$ cat config.mk
export PLATFORM = sky130hd
export DESIGN_NAME = i2c_master_bit_engine_core
export DESIGN_NICKNAME = d
export VERILOG_FILES = /design/src/hdl/i2cm_pkg.sv /design/src/hdl/i2c_master_bit_engine_core.sv
export SDC_FILE = /design/constraint.sdc
export NUM_CORES = 1
export LEC_CHECK = 0
export ABC_AREA = 1
export BUFFER_PORTS_ARGS = -buffer_cell sky130_fd_sc_hd__buf_2
export CAP_MARGIN = 30
export CORE_ASPECT_RATIO = 0.6
export CORE_UTILIZATION = 55
export DETAILED_ROUTE_END_ITERATION = 8
export PLACE_DENSITY = 0.77
export SYNTH_ARGS = -nofsm -noshare
export SYNTH_HDL_FRONTEND = slang
export SYNTH_SLANG_ARGS = --single-unit
$ cat constraint.sdc
create_clock -name clk -period 2.8 [get_ports clk]
set_input_delay 0 -clock clk [delete_from_list [all_inputs] [get_ports clk]]
set_output_delay 0 -clock clk [all_outputs]
set_load 0.02 [all_outputs]
$ cat src/hdl/i2cm_pkg.sv
// Shared types and constants for the I2C master bit engine.
`default_nettype none

package i2cm_pkg;

    // Command codes on the request channel; any other code means no command
    typedef enum logic [2:0] {
        OP_IDLE  = 3'd0,
        OP_START = 3'd1,
        OP_STOP  = 3'd2,
        OP_WRITE = 3'd3,
        OP_READ  = 3'd4
    } op_t;

    // Configuration register indexes
    localparam logic [1:0] CFG_SETUP      = 2'd0;
    localparam logic [1:0] CFG_HIGH       = 2'd1;
    localparam logic [1:0] CFG_START_STOP = 2'd2;

    localparam int CFG_DATA_W = 16;

    // Register values after reset
    localparam logic [CFG_DATA_W-1:0] SETUP_RESET      = 16'd5;
    localparam logic [CFG_DATA_W-1:0] HIGH_RESET       = 16'd10;
    localparam logic [CFG_DATA_W-1:0] START_STOP_RESET = 16'd10;

    // Line phases of a sequence
    localparam logic [1:0] PH_FIRST  = 2'd0;
    localparam logic [1:0] PH_SECOND = 2'd1;
    localparam logic [1:0] PH_THIRD  = 2'd2;

    // Number of data bits in a byte slot; the ack slot follows
    localparam logic [3:0] LAST_DATA_BIT = 4'd8;

    typedef struct packed {
        logic [2:0] command;
        logic [7:0] data_byte;
        logic       nack_level;
        logic       sda_in;
    } req_t;

    typedef struct packed {
        logic       scl_level;
        logic       sda_level;
        logic       busy_res;
        logic       done_res;
        logic [7:0] read_byte;
        logic       ack_seen;
    } res_t;

endpackage

`default_nettype wire

$ cat src/hdl/i2c_master_bit_engine_core.sv
// I2C master bit engine: command sequencer, line drive and result skid stage.
`default_nettype none

// Each request is one timing tick of the bus sequencer and may carry a
// command (start, stop, write byte, read byte); a command is taken only
// while the engine is idle. One request is accepted per clock cycle while
// cmd_ready is high. The result channel has an output register plus a
// one-entry skid stage, so cmd_ready only drops while both hold unread
// results. Phase lengths come from the three configuration
// registers (writes are always accepted and must only happen while idle);
// a zero length acts as one tick and lengths beyond COUNT_WIDTH saturate.
module i2c_master_bit_engine_core #(
    parameter int COUNT_WIDTH = 16
) (
    input  wire logic              clk,
    input  wire logic              rst_n,
    // request channel
    input  wire logic              cmd_valid,
    output logic                   cmd_ready,
    input  wire i2cm_pkg::req_t    cmd,
    // result channel
    output logic                   res_valid,
    input  wire logic              res_ready,
    output i2cm_pkg::res_t         res,
    // configuration write channel
    input  wire logic              cfg_valid,
    output logic                   cfg_ready,
    input  wire logic [1:0]        cfg_index,
    input  wire logic [15:0]       cfg_data
);
    import i2cm_pkg::*;

    localparam logic [COUNT_WIDTH-1:0] CNT_MAX = {COUNT_WIDTH{1'b1}};
    localparam logic [COUNT_WIDTH-1:0] CNT_ONE = COUNT_WIDTH'(1);

    // Configuration registers
    logic [CFG_DATA_W-1:0] setup_reg, high_reg, start_stop_reg;

    // Sequencer state
    op_t                    op_reg, op_next;
    logic [1:0]             phase_reg, phase_next;
    logic [3:0]             bit_reg, bit_next;
    logic [COUNT_WIDTH-1:0] tick_reg, tick_next;
    logic [7:0]             shift_reg, shift_next;
    logic                   scl_reg, scl_next;
    logic                   sda_reg, sda_next;
    logic                   ack_reg, ack_next;
    logic                   nack_reg, nack_next;
    logic [7:0]             rx_reg, rx_next;
    logic                   done_next;

    // Result stages
    logic out_valid_reg, skid_valid_reg;
    res_t out_data_reg, skid_data_reg;
    res_t res_next;

    logic                   accept;
    logic [CFG_DATA_W-1:0]  len_raw;
    logic [COUNT_WIDTH-1:0] len_sat;
    logic [COUNT_WIDTH-1:0] tick_inc;

    // Line levels on entry to a phase: {scl, sda}
    function automatic logic [1:0] enter_phase(
        input op_t        op,
        input logic [1:0] ph,
        input logic [3:0] bidx,
        input logic [7:0] shv,
        input logic       nack,
        input logic       scl,
        input logic       sda
    );
        logic scl_o;
        logic sda_o;
        scl_o = scl;
        sda_o = sda;
        if (op == OP_START) begin
            if (ph == PH_FIRST) begin
                sda_o = 1'b1;
                scl_o = 1'b1;
            end
            else if (ph == PH_SECOND) begin
                sda_o = 1'b0;
            end
            else begin
                scl_o = 1'b0;
            end
        end
        else if (op == OP_STOP) begin
            if (ph == PH_FIRST) begin
                sda_o = 1'b0;
            end
            else if (ph == PH_SECOND) begin
                scl_o = 1'b1;
            end
            else begin
                sda_o = 1'b1;
            end
        end
        else begin
            if (ph == PH_FIRST) begin
                if (bidx < LAST_DATA_BIT) begin
                    sda_o = (op == OP_WRITE) ? shv[7] : 1'b1;
                end
                else begin
                    sda_o = (op == OP_WRITE) ? 1'b1 : nack;
                end
            end
            else if (ph == PH_SECOND) begin
                scl_o = 1'b1;
            end
            else begin
                scl_o = 1'b0;
            end
        end
        return {scl_o, sda_o};
    endfunction

    assign cmd_ready = !skid_valid_reg;
    assign accept    = cmd_valid && cmd_ready;
    assign cfg_ready = 1'b1;
    assign res_valid = out_valid_reg;
    assign res       = out_data_reg;

    // Length of the current phase, saturated to the counter and at least one
    always_comb
    begin
        if (op_reg == OP_START || op_reg == OP_STOP) begin
            len_raw = start_stop_reg;
        end
        else if (phase_reg == PH_SECOND) begin
            len_raw = high_reg;
        end
        else begin
            len_raw = setup_reg;
        end
        if (32'(len_raw) > 32'(CNT_MAX)) begin
            len_sat = CNT_MAX;
        end
        else begin
            len_sat = COUNT_WIDTH'(len_raw);
        end
        if (len_sat == '0) begin
            len_sat = CNT_ONE;
        end
    end

    assign tick_inc = tick_reg + CNT_ONE;

    // One sequencer tick
    always_comb
    begin
        op_next    = op_reg;
        phase_next = phase_reg;
        bit_next   = bit_reg;
        tick_next  = tick_reg;
        shift_next = shift_reg;
        scl_next   = scl_reg;
        sda_next   = sda_reg;
        ack_next   = ack_reg;
        nack_next  = nack_reg;
        rx_next    = rx_reg;
        done_next  = 1'b0;

        if (op_reg == OP_IDLE) begin
            // new command only while idle; unknown codes mean none
            if (cmd.command >= OP_START && cmd.command <= OP_READ) begin
                op_next    = op_t'(cmd.command);
                phase_next = PH_FIRST;
                bit_next   = '0;
                tick_next  = '0;
                if (op_next == OP_WRITE) begin
                    shift_next = cmd.data_byte;
                end
                if (op_next == OP_READ) begin
                    shift_next = '0;
                    nack_next  = cmd.nack_level;
                end
                {scl_next, sda_next} = enter_phase(op_next, phase_next, bit_next,
                                                   shift_next, nack_next,
                                                   scl_next, sda_next);
            end
        end
        else begin
            tick_next = tick_inc;
            if (tick_inc >= len_sat) begin
                tick_next = '0;
                // sample SDA at the end of the high phase
                if (phase_reg == PH_SECOND &&
                    (op_reg == OP_WRITE || op_reg == OP_READ)) begin
                    if (op_reg == OP_WRITE && bit_reg >= LAST_DATA_BIT) begin
                        ack_next = cmd.sda_in;
                    end
                    else if (op_reg == OP_READ && bit_reg < LAST_DATA_BIT) begin
                        shift_next = {shift_reg[6:0], cmd.sda_in};
                    end
                end
                if (phase_reg != PH_THIRD) begin
                    phase_next = phase_reg + 2'd1;
                    {scl_next, sda_next} = enter_phase(op_reg, phase_next, bit_reg,
                                                       shift_next, nack_reg,
                                                       scl_reg, sda_reg);
                end
                else if (op_reg == OP_START || op_reg == OP_STOP) begin
                    op_next    = OP_IDLE;
                    phase_next = PH_FIRST;
                    bit_next   = '0;
                    done_next  = 1'b1;
                end
                else if (bit_reg < LAST_DATA_BIT) begin
                    // next bit of the byte slot
                    if (op_reg == OP_WRITE) begin
                        shift_next = {shift_reg[6:0], 1'b0};
                    end
                    bit_next   = bit_reg + 4'd1;
                    phase_next = PH_FIRST;
                    {scl_next, sda_next} = enter_phase(op_reg, phase_next, bit_next,
                                                       shift_next, nack_reg,
                                                       scl_reg, sda_reg);
                end
                else begin
                    // ack slot over
                    if (op_reg == OP_READ) begin
                        rx_next  = shift_reg;
                        sda_next = 1'b1;
                    end
                    op_next    = OP_IDLE;
                    phase_next = PH_FIRST;
                    bit_next   = '0;
                    done_next  = 1'b1;
                end
            end
        end

        res_next.scl_level = scl_next;
        res_next.sda_level = sda_next;
        res_next.busy_res  = (op_next != OP_IDLE);
        res_next.done_res  = done_next;
        res_next.read_byte = rx_next;
        res_next.ack_seen  = ack_next;
    end

    // Configuration registers
    always_ff @(posedge clk or negedge rst_n)
    begin
        if (!rst_n) begin
            setup_reg      <= SETUP_RESET;
            high_reg       <= HIGH_RESET;
            start_stop_reg <= START_STOP_RESET;
        end
        else if (cfg_valid) begin
            case (cfg_index)
                CFG_SETUP:      setup_reg      <= cfg_data;
                CFG_HIGH:       high_reg       <= cfg_data;
                CFG_START_STOP: start_stop_reg <= cfg_data;
                default:        ;
            endcase
        end
    end

    // Sequencer state, advanced once per accepted request
    always_ff @(posedge clk or negedge rst_n)
    begin
        if (!rst_n) begin
            op_reg    <= OP_IDLE;
            phase_reg <= PH_FIRST;
            bit_reg   <= '0;
            tick_reg  <= '0;
            shift_reg <= '0;
            scl_reg   <= 1'b1;
            sda_reg   <= 1'b1;
            ack_reg   <= 1'b0;
            nack_reg  <= 1'b1;
            rx_reg    <= '0;
        end
        else if (accept) begin
            op_reg    <= op_next;
            phase_reg <= phase_next;
            bit_reg   <= bit_next;
            tick_reg  <= tick_next;
            shift_reg <= shift_next;
            scl_reg   <= scl_next;
            sda_reg   <= sda_next;
            ack_reg   <= ack_next;
            nack_reg  <= nack_next;
            rx_reg    <= rx_next;
        end
    end

    // Result valid flags: output register with a one-entry skid stage
    always_ff @(posedge clk or negedge rst_n)
    begin
        if (!rst_n) begin
            out_valid_reg  <= 1'b0;
            skid_valid_reg <= 1'b0;
        end
        else if (!out_valid_reg || res_ready) begin
            out_valid_reg  <= skid_valid_reg || accept;
            skid_valid_reg <= 1'b0;
        end
        else if (accept) begin
            skid_valid_reg <= 1'b1;
        end
    end

    // Result payload
    always_ff @(posedge clk)
    begin
        if (!out_valid_reg || res_ready) begin
            if (skid_valid_reg) begin
                out_data_reg <= skid_data_reg;
            end
            else if (accept) begin
                out_data_reg <= res_next;
            end
        end
        else if (accept) begin
            skid_data_reg <= res_next;
        end
    end

endmodule

`default_nettype wire
Word level (Yosys, flattened, before mapping). Cells that the tools add are included. Widths: inputs -> output; s select.

Bits of input ports: 36. Output and inout port bits: 16. Register bits after elaboration: 121. Word-level logic and storage cells: 176.

$lt $le $gt $ge: 6. Add/subtract/negate cells: 3. Eq/ne operators: 16. Bitwise gates (word level): 1. Mux-type cells: 93. Reductions and logical operators: 29.

Operators with widths (count): $mux 8 (18); $mux 16 (6); $mux 1 (51); $mux 13 (2); $mux 4 (6); $mux 3 (6); $add 16x1->16 const B (1); $ge 16x16->1 (1); $logic_not 16->1 (1); $eq 3x2->1 const B (4); $reduce_and 2->1 (6); $reduce_and 4->1 (3); $lt 4x4->1 const B (2); $mux 2 (4); $eq 2x1->1 const B (3); $eq 3x1->1 const B (2); $eq 3x3->1 const B (2); $reduce_bool 2->1 (3); $logic_and 1x1->1 (5); $add 4x1->4 const B (1); $ge 4x4->1 const B (1); $logic_not 2->1 (2); $logic_or 1x1->1 (4); $ne 2x2->1 const B (2); other kinds (11) (12).

Depth between registers and ports, before layout.
Word-level depth: 17. Mapped depth: 29. Gate-level depth less buffers: 27.

Least setup slack after synthesis. OpenSTA, ideal clock, no wires.

Path kind: register -> register. Start point: register tick_reg[0]. End point: register skid_data_reg[11] (netlist name) (data pin). Arrival: 2833 ps. Data required time: 2541 ps. Cell stages (with the launch flop): 19. Period minus slack after synthesis: 3092 ps. Path slack: -292 ps. Path buffers: 1. Library setup time: 259 ps. Cells stage by stage: dfrtp_1 -> ha_1 -> nand2_1 -> nor2_1 -> nand4_1 -> nor3_1 -> nand4_1 -> xor2_1 -> ha_1 -> nand2_1 -> nor2_1 -> a21oi_2 -> nand3_2 -> nand2_2 -> buf_4 -> inv_2 -> nand2_1 -> nand2_1 -> or2_1.

RTL lines: from (decl) (line i2c_master_bit_engine_core.sv:43) `logic [COUNT_WIDTH-1:0] tick_reg, tick_next;`; from (signal assigned) (line i2c_master_bit_engine_core.sv:279) `tick_reg <= tick_next;`; to (signal assigned) (line i2c_master_bit_engine_core.sv:317) `skid_data_reg <= res_next;`; to (decl) (line i2c_master_bit_engine_core.sv:54) `res_t out_data_reg, skid_data_reg;`.

Worst setup path in the final report.
Start point: register tick_reg[0]. End point: register bit_reg[3].

Word-level cells in the longest chain between the ends: 4.

RTL lines: $add 16x1->16 (line i2c_master_bit_engine_core.sv:147) `assign tick_inc = tick_reg + CNT_ONE;`; $ge 16x16->1 (line i2c_master_bit_engine_core.sv:185) `if (tick_inc >= len_sat) begin`; $reduce_bool 2->1 (no line); $reduce_and 4->1 (no line); to (signal assigned) (line i2c_master_bit_engine_core.sv:278) `bit_reg <= bit_next;`; to (decl) (line i2c_master_bit_engine_core.sv:42) `logic [3:0] bit_reg, bit_next;`.

No other way between the ends. A chain may end at the register's enable or synchronous reset.

==> metrics.txt <==
status=finished, violations left; failing checks=negative setup slack; IO Pins=52; Setup Slack @ Placement=-0.4614 ns; chip width=143.7 um; synth unique cells=46; M2 GR Usage=0.5097; # DRC=0; Finished Cell Area=9299 um^2; sequential-to-total area share from yosys stat=0.4784; nets=1,066; IO buf count=50; final setup vio count=70; vias in the first global route=6,386; ratio of cells with drive above 1 in the final layout=0.3382; period utilisation layout=1.225; Slew Viols, Final=0; Die ar.=12,500 um^2; htree depth=4; Min-Delay Path Class=input port to flip-flop; Final min period=3.430 ns; crit path max fanout=6; global route overflow=0; Yosys reg bits=121; critical path's slowest cell=dfrtp_1; Buf/Inv on CP=2; Layout area overhead=40.36%; Tightest Pin Transition=1.018 ns; antenna violations before repair=0; CP top delay family=simple AND/OR/NAND/NOR gates; setup ws final=-0.6297 ns; Detailed Routing Iterations Pass 1=5; first-pass GRT wire length=31.65 mm; GP Congestion=0.9938; Cell Chain, Critical Path=ha_2 > nand2_2 > nor2_2 > nand4_1 > nor3_2 > nand4_1 > xor2_2 > ha_4 > nand2_4 > nor3_4 > nand2_2 > buf_6 > nand4_1 > nand2_2 > a21oi_4 > buf_6 > nand2_2 > o21ai_2; met1 usage=0.4723; Crit path arrival time=3.77 ns; Final HPWL DP=12.87 mm; Mapped Nets=893; Synth Area per Inst=7.915 um^2; worst endpoint required time=3.14 ns; DR vias=6,750; cell with the most instances on the worst path=nand2_2; Warnings, synthesis=0; critical path startpoint category=flip-flop; max_cap viols=0; Final Hold Viols=0; clk_skew=0.01085 ns; Worst VDD drop=0.0007064 V; vias per cell=5.706; Core Area=11,520 um^2; Worst-Skew Late Latency=0.42 ns; Gate Count Post-Synth=837; # diodes=0; met3 usage=0.07752; pin count of the biggest net entering global routing=48; fillers=698; clk sinks=121; Iter 0 DRT Violations=630; Peak Freq=291.6 MHz; slowest stage delay, CP=0.43 ns; CTS tree=built; Worst-path clk slew=0.06 ns; type of the worst setup path=flip-flop to flip-flop; final WL=21.42 mm; leakage power=4.517 nW; crit path capture type=flip-flop; GRT Util Overall=0.3336; RSZ-0062 raised after global routing=true; Power Density=1017 nW/um^2; row cnt=30; Die H=87.02 um; CTS Buf Count=17; Max clock buf depth=2; Clock Root Buffer=clkbuf_16; Initial Util=0.5749; max_slew headroom=0.3198; Mapped Area=6625 um^2; Routed Antenna Nets=0; WL/cell=18.11 um; GRT busiest layer=met2; dpl cell area=7577 um^2
==> synth_stat cells (all sizes together) <==
| master | instances | area, um^2 |
|---|---|---|
| dfrtp | 86 | 2152 |
| nand3b | 1 | 7.510 |
| a21o | 1 | 7.510 |
| a31oi | 11 | 83.83 |
| buf | 14 | 88.83 |
| xor2 | 10 | 87.58 |
| nor3 | 10 | 71.32 |
| o22ai | 2 | 12.51 |
| dfstp | 9 | 236.5 |
| mux2i | 1 | 10.01 |
| and2 | 2 | 12.51 |
| ha | 20 | 250.2 |
| a21oi | 16 | 95.10 |
| or2 | 1 | 6.260 |
| nor2 | 55 | 229.0 |
| nand4 | 13 | 81.33 |
| nand2 | 244 | 928.4 |
| clkbuf | 17 | 63.81 |
| o21ai | 122 | 610.6 |
| nor3b | 1 | 12.51 |
| xnor2 | 1 | 8.760 |
| edfxtp | 26 | 780.8 |
| a311oi | 1 | 8.760 |
| o21bai | 1 | 7.510 |
| conb | 1 | 3.750 |
| mux2 | 1 | 11.26 |
| a31o | 2 | 17.52 |
| inv | 103 | 389.1 |
| nand3 | 63 | 335.3 |
| o211ai | 2 | 15.01 |
==> layout make-up <==
cell class / count / area [um^2] / area share
Timing Repair inverter: 3 / 26.28 / 0.002826
Inverter: 103 / 409.1 / 0.04400
Clock buffer: 19 / 432.9 / 0.04656
Multi-Input combinational cell: 582 / 3492 / 0.3755
Clock inverter: 13 / 118.9 / 0.01278
Timing Repair Buffer: 182 / 1448 / 0.1557
Tap cell: 160 / 200.2 / 0.02153
Sequential cell: 121 / 3172 / 0.3411
==> cell families (layout without fill, tap and decap cells) <==
| kind of cell | count (synthesis) | count (layout) | share of synthesized area |
|---|---|---|---|
| flops | 121 | 121 | 0.4784 |
| xor+xnor | 11 | 11 | 0.01454 |
| fa+ha+maj | 20 | 20 | 0.03777 |
| other cells | 1 | 1 | 0.0005660 |
| mux | 2 | 2 | 0.003211 |
| compound gates | 158 | 158 | 0.1296 |
| buf+inv | 134 | 320 | 0.08177 |
| simple gates | 390 | 390 | 0.2542 |
==> worst reg2reg max path, delay by kind of cell (launching register included) <==
family                   cells  cell delay [ns]
buffers and inverters        2             0.30
AND/OR/NAND/NOR             11             1.49
flip-flops                   1             0.43
adder cells (fa/ha/maj)      2             0.52
AO/OA/AOI/OAI                2             0.38
XOR/XNOR                     1             0.21
==> metal layers <==
| layer | wire length [um] | part of all wire | up-vias |
|---|---|---|---|
| met2 | 9952 | 0.46 | 388 |
| met5 | 0 | 0 | - |
| met3 | 2056 | 0.096 | 50 |
| met4 | 394 | 0.018 | 0 |
| met1 | 9018 | 0.42 | 3228 |
| li1 | - | - | 3084 |
==> where the power goes <==
group          switching (mW)  leakage [nW]  internal, mW
registers               0.304          1.46          2.21
logic                    2.87          2.79          1.99
clock network           0.862         0.265          1.23
==> cells in the final DEF (no fill, tap or decap), types with 3 or more instances in the layout <==
| cell | instances |
|---|---|
| buf_2 | 49 |
| buf_4 | 84 |
| clkbuf_16 | 17 |
| nand2_4 | 4 |
| nor3_4 | 3 |
| o21ai_1 | 42 |
| a21oi_1 | 13 |
| buf_8 | 3 |
| a31oi_1 | 10 |
| ha_1 | 15 |
| o21ai_4 | 5 |
| xor2_2 | 3 |
| inv_1 | 85 |
| buf_6 | 13 |
| nand2_1 | 204 |
| nand3_1 | 36 |
| nor3_1 | 6 |
| nand2_2 | 35 |
| a21oi_4 | 3 |
| dfstp_2 | 9 |
| nand4_1 | 13 |
| dfrtp_1 | 84 |
| nand3_2 | 21 |
| inv_2 | 15 |
| o21ai_2 | 20 |
| ha_4 | 3 |
| nor2_4 | 3 |
| nor2_1 | 40 |
| xor2_1 | 6 |
| nor2_2 | 12 |
| edfxtp_1 | 26 |
| clkinvlp_4 | 3 |
| buf_12 | 5 |
| inv_4 | 3 |
| o21ai_0 | 55 |
| dlygate4sd3_1 | 28 |
| nand3_4 | 6 |
| inv_6 | 7 |
==> through the flow <==
step / TNS, ns / hold slack (ns) / instances / util / power (mW)
global route: -42.88 / 0.06496 / 1183 / 0.8069 / 9.901
floorplan: -1.233 / -0.2956 / 837 / - / 4.603
CTS: -24.62 / 0.01536 / 1158 / 0.7530 / 8.423
global placement: -16.56 / 0.02893 / 1090 / 0.6562 / 5.812
detailed placement: -23.51 / 0.04163 / 1091 / 0.6575 / 5.995
finish: -32.60 / 0.05403 / 1183 / 0.8069 / 9.460
==> repair_timing <==
item / CTS / global route
pin swaps: 24 / 30
hold buffers: 28 / 0
resized for setup: 66 / 109
cloned: 0 / 3
hold endpoints to repair: 104 / 0
endpoints found under the setup margin: 70 / 70
setup buffers: 7 / 22
==> final timing paths <==
kind / end / cells after the start / slack (ns) / from
worst max-delay path: bit_reg[3] / 18 / -0.63 / tick_reg[0]
worst min-delay path: scl_reg / 4 / 0.05 / cmd[11]
worst max register to register: bit_reg[3] / 18 / -0.63 / tick_reg[0]
worst min register to register: start_stop_reg[0] / 2 / 0.48 / start_stop_reg[0]
max in group asynchronous: setup_reg[0] / 3 / 1.82 / rst_n
min in group asynchronous: tick_reg[10] / 2 / 0.12 / rst_n
Power figures use the tool's default switching activity.
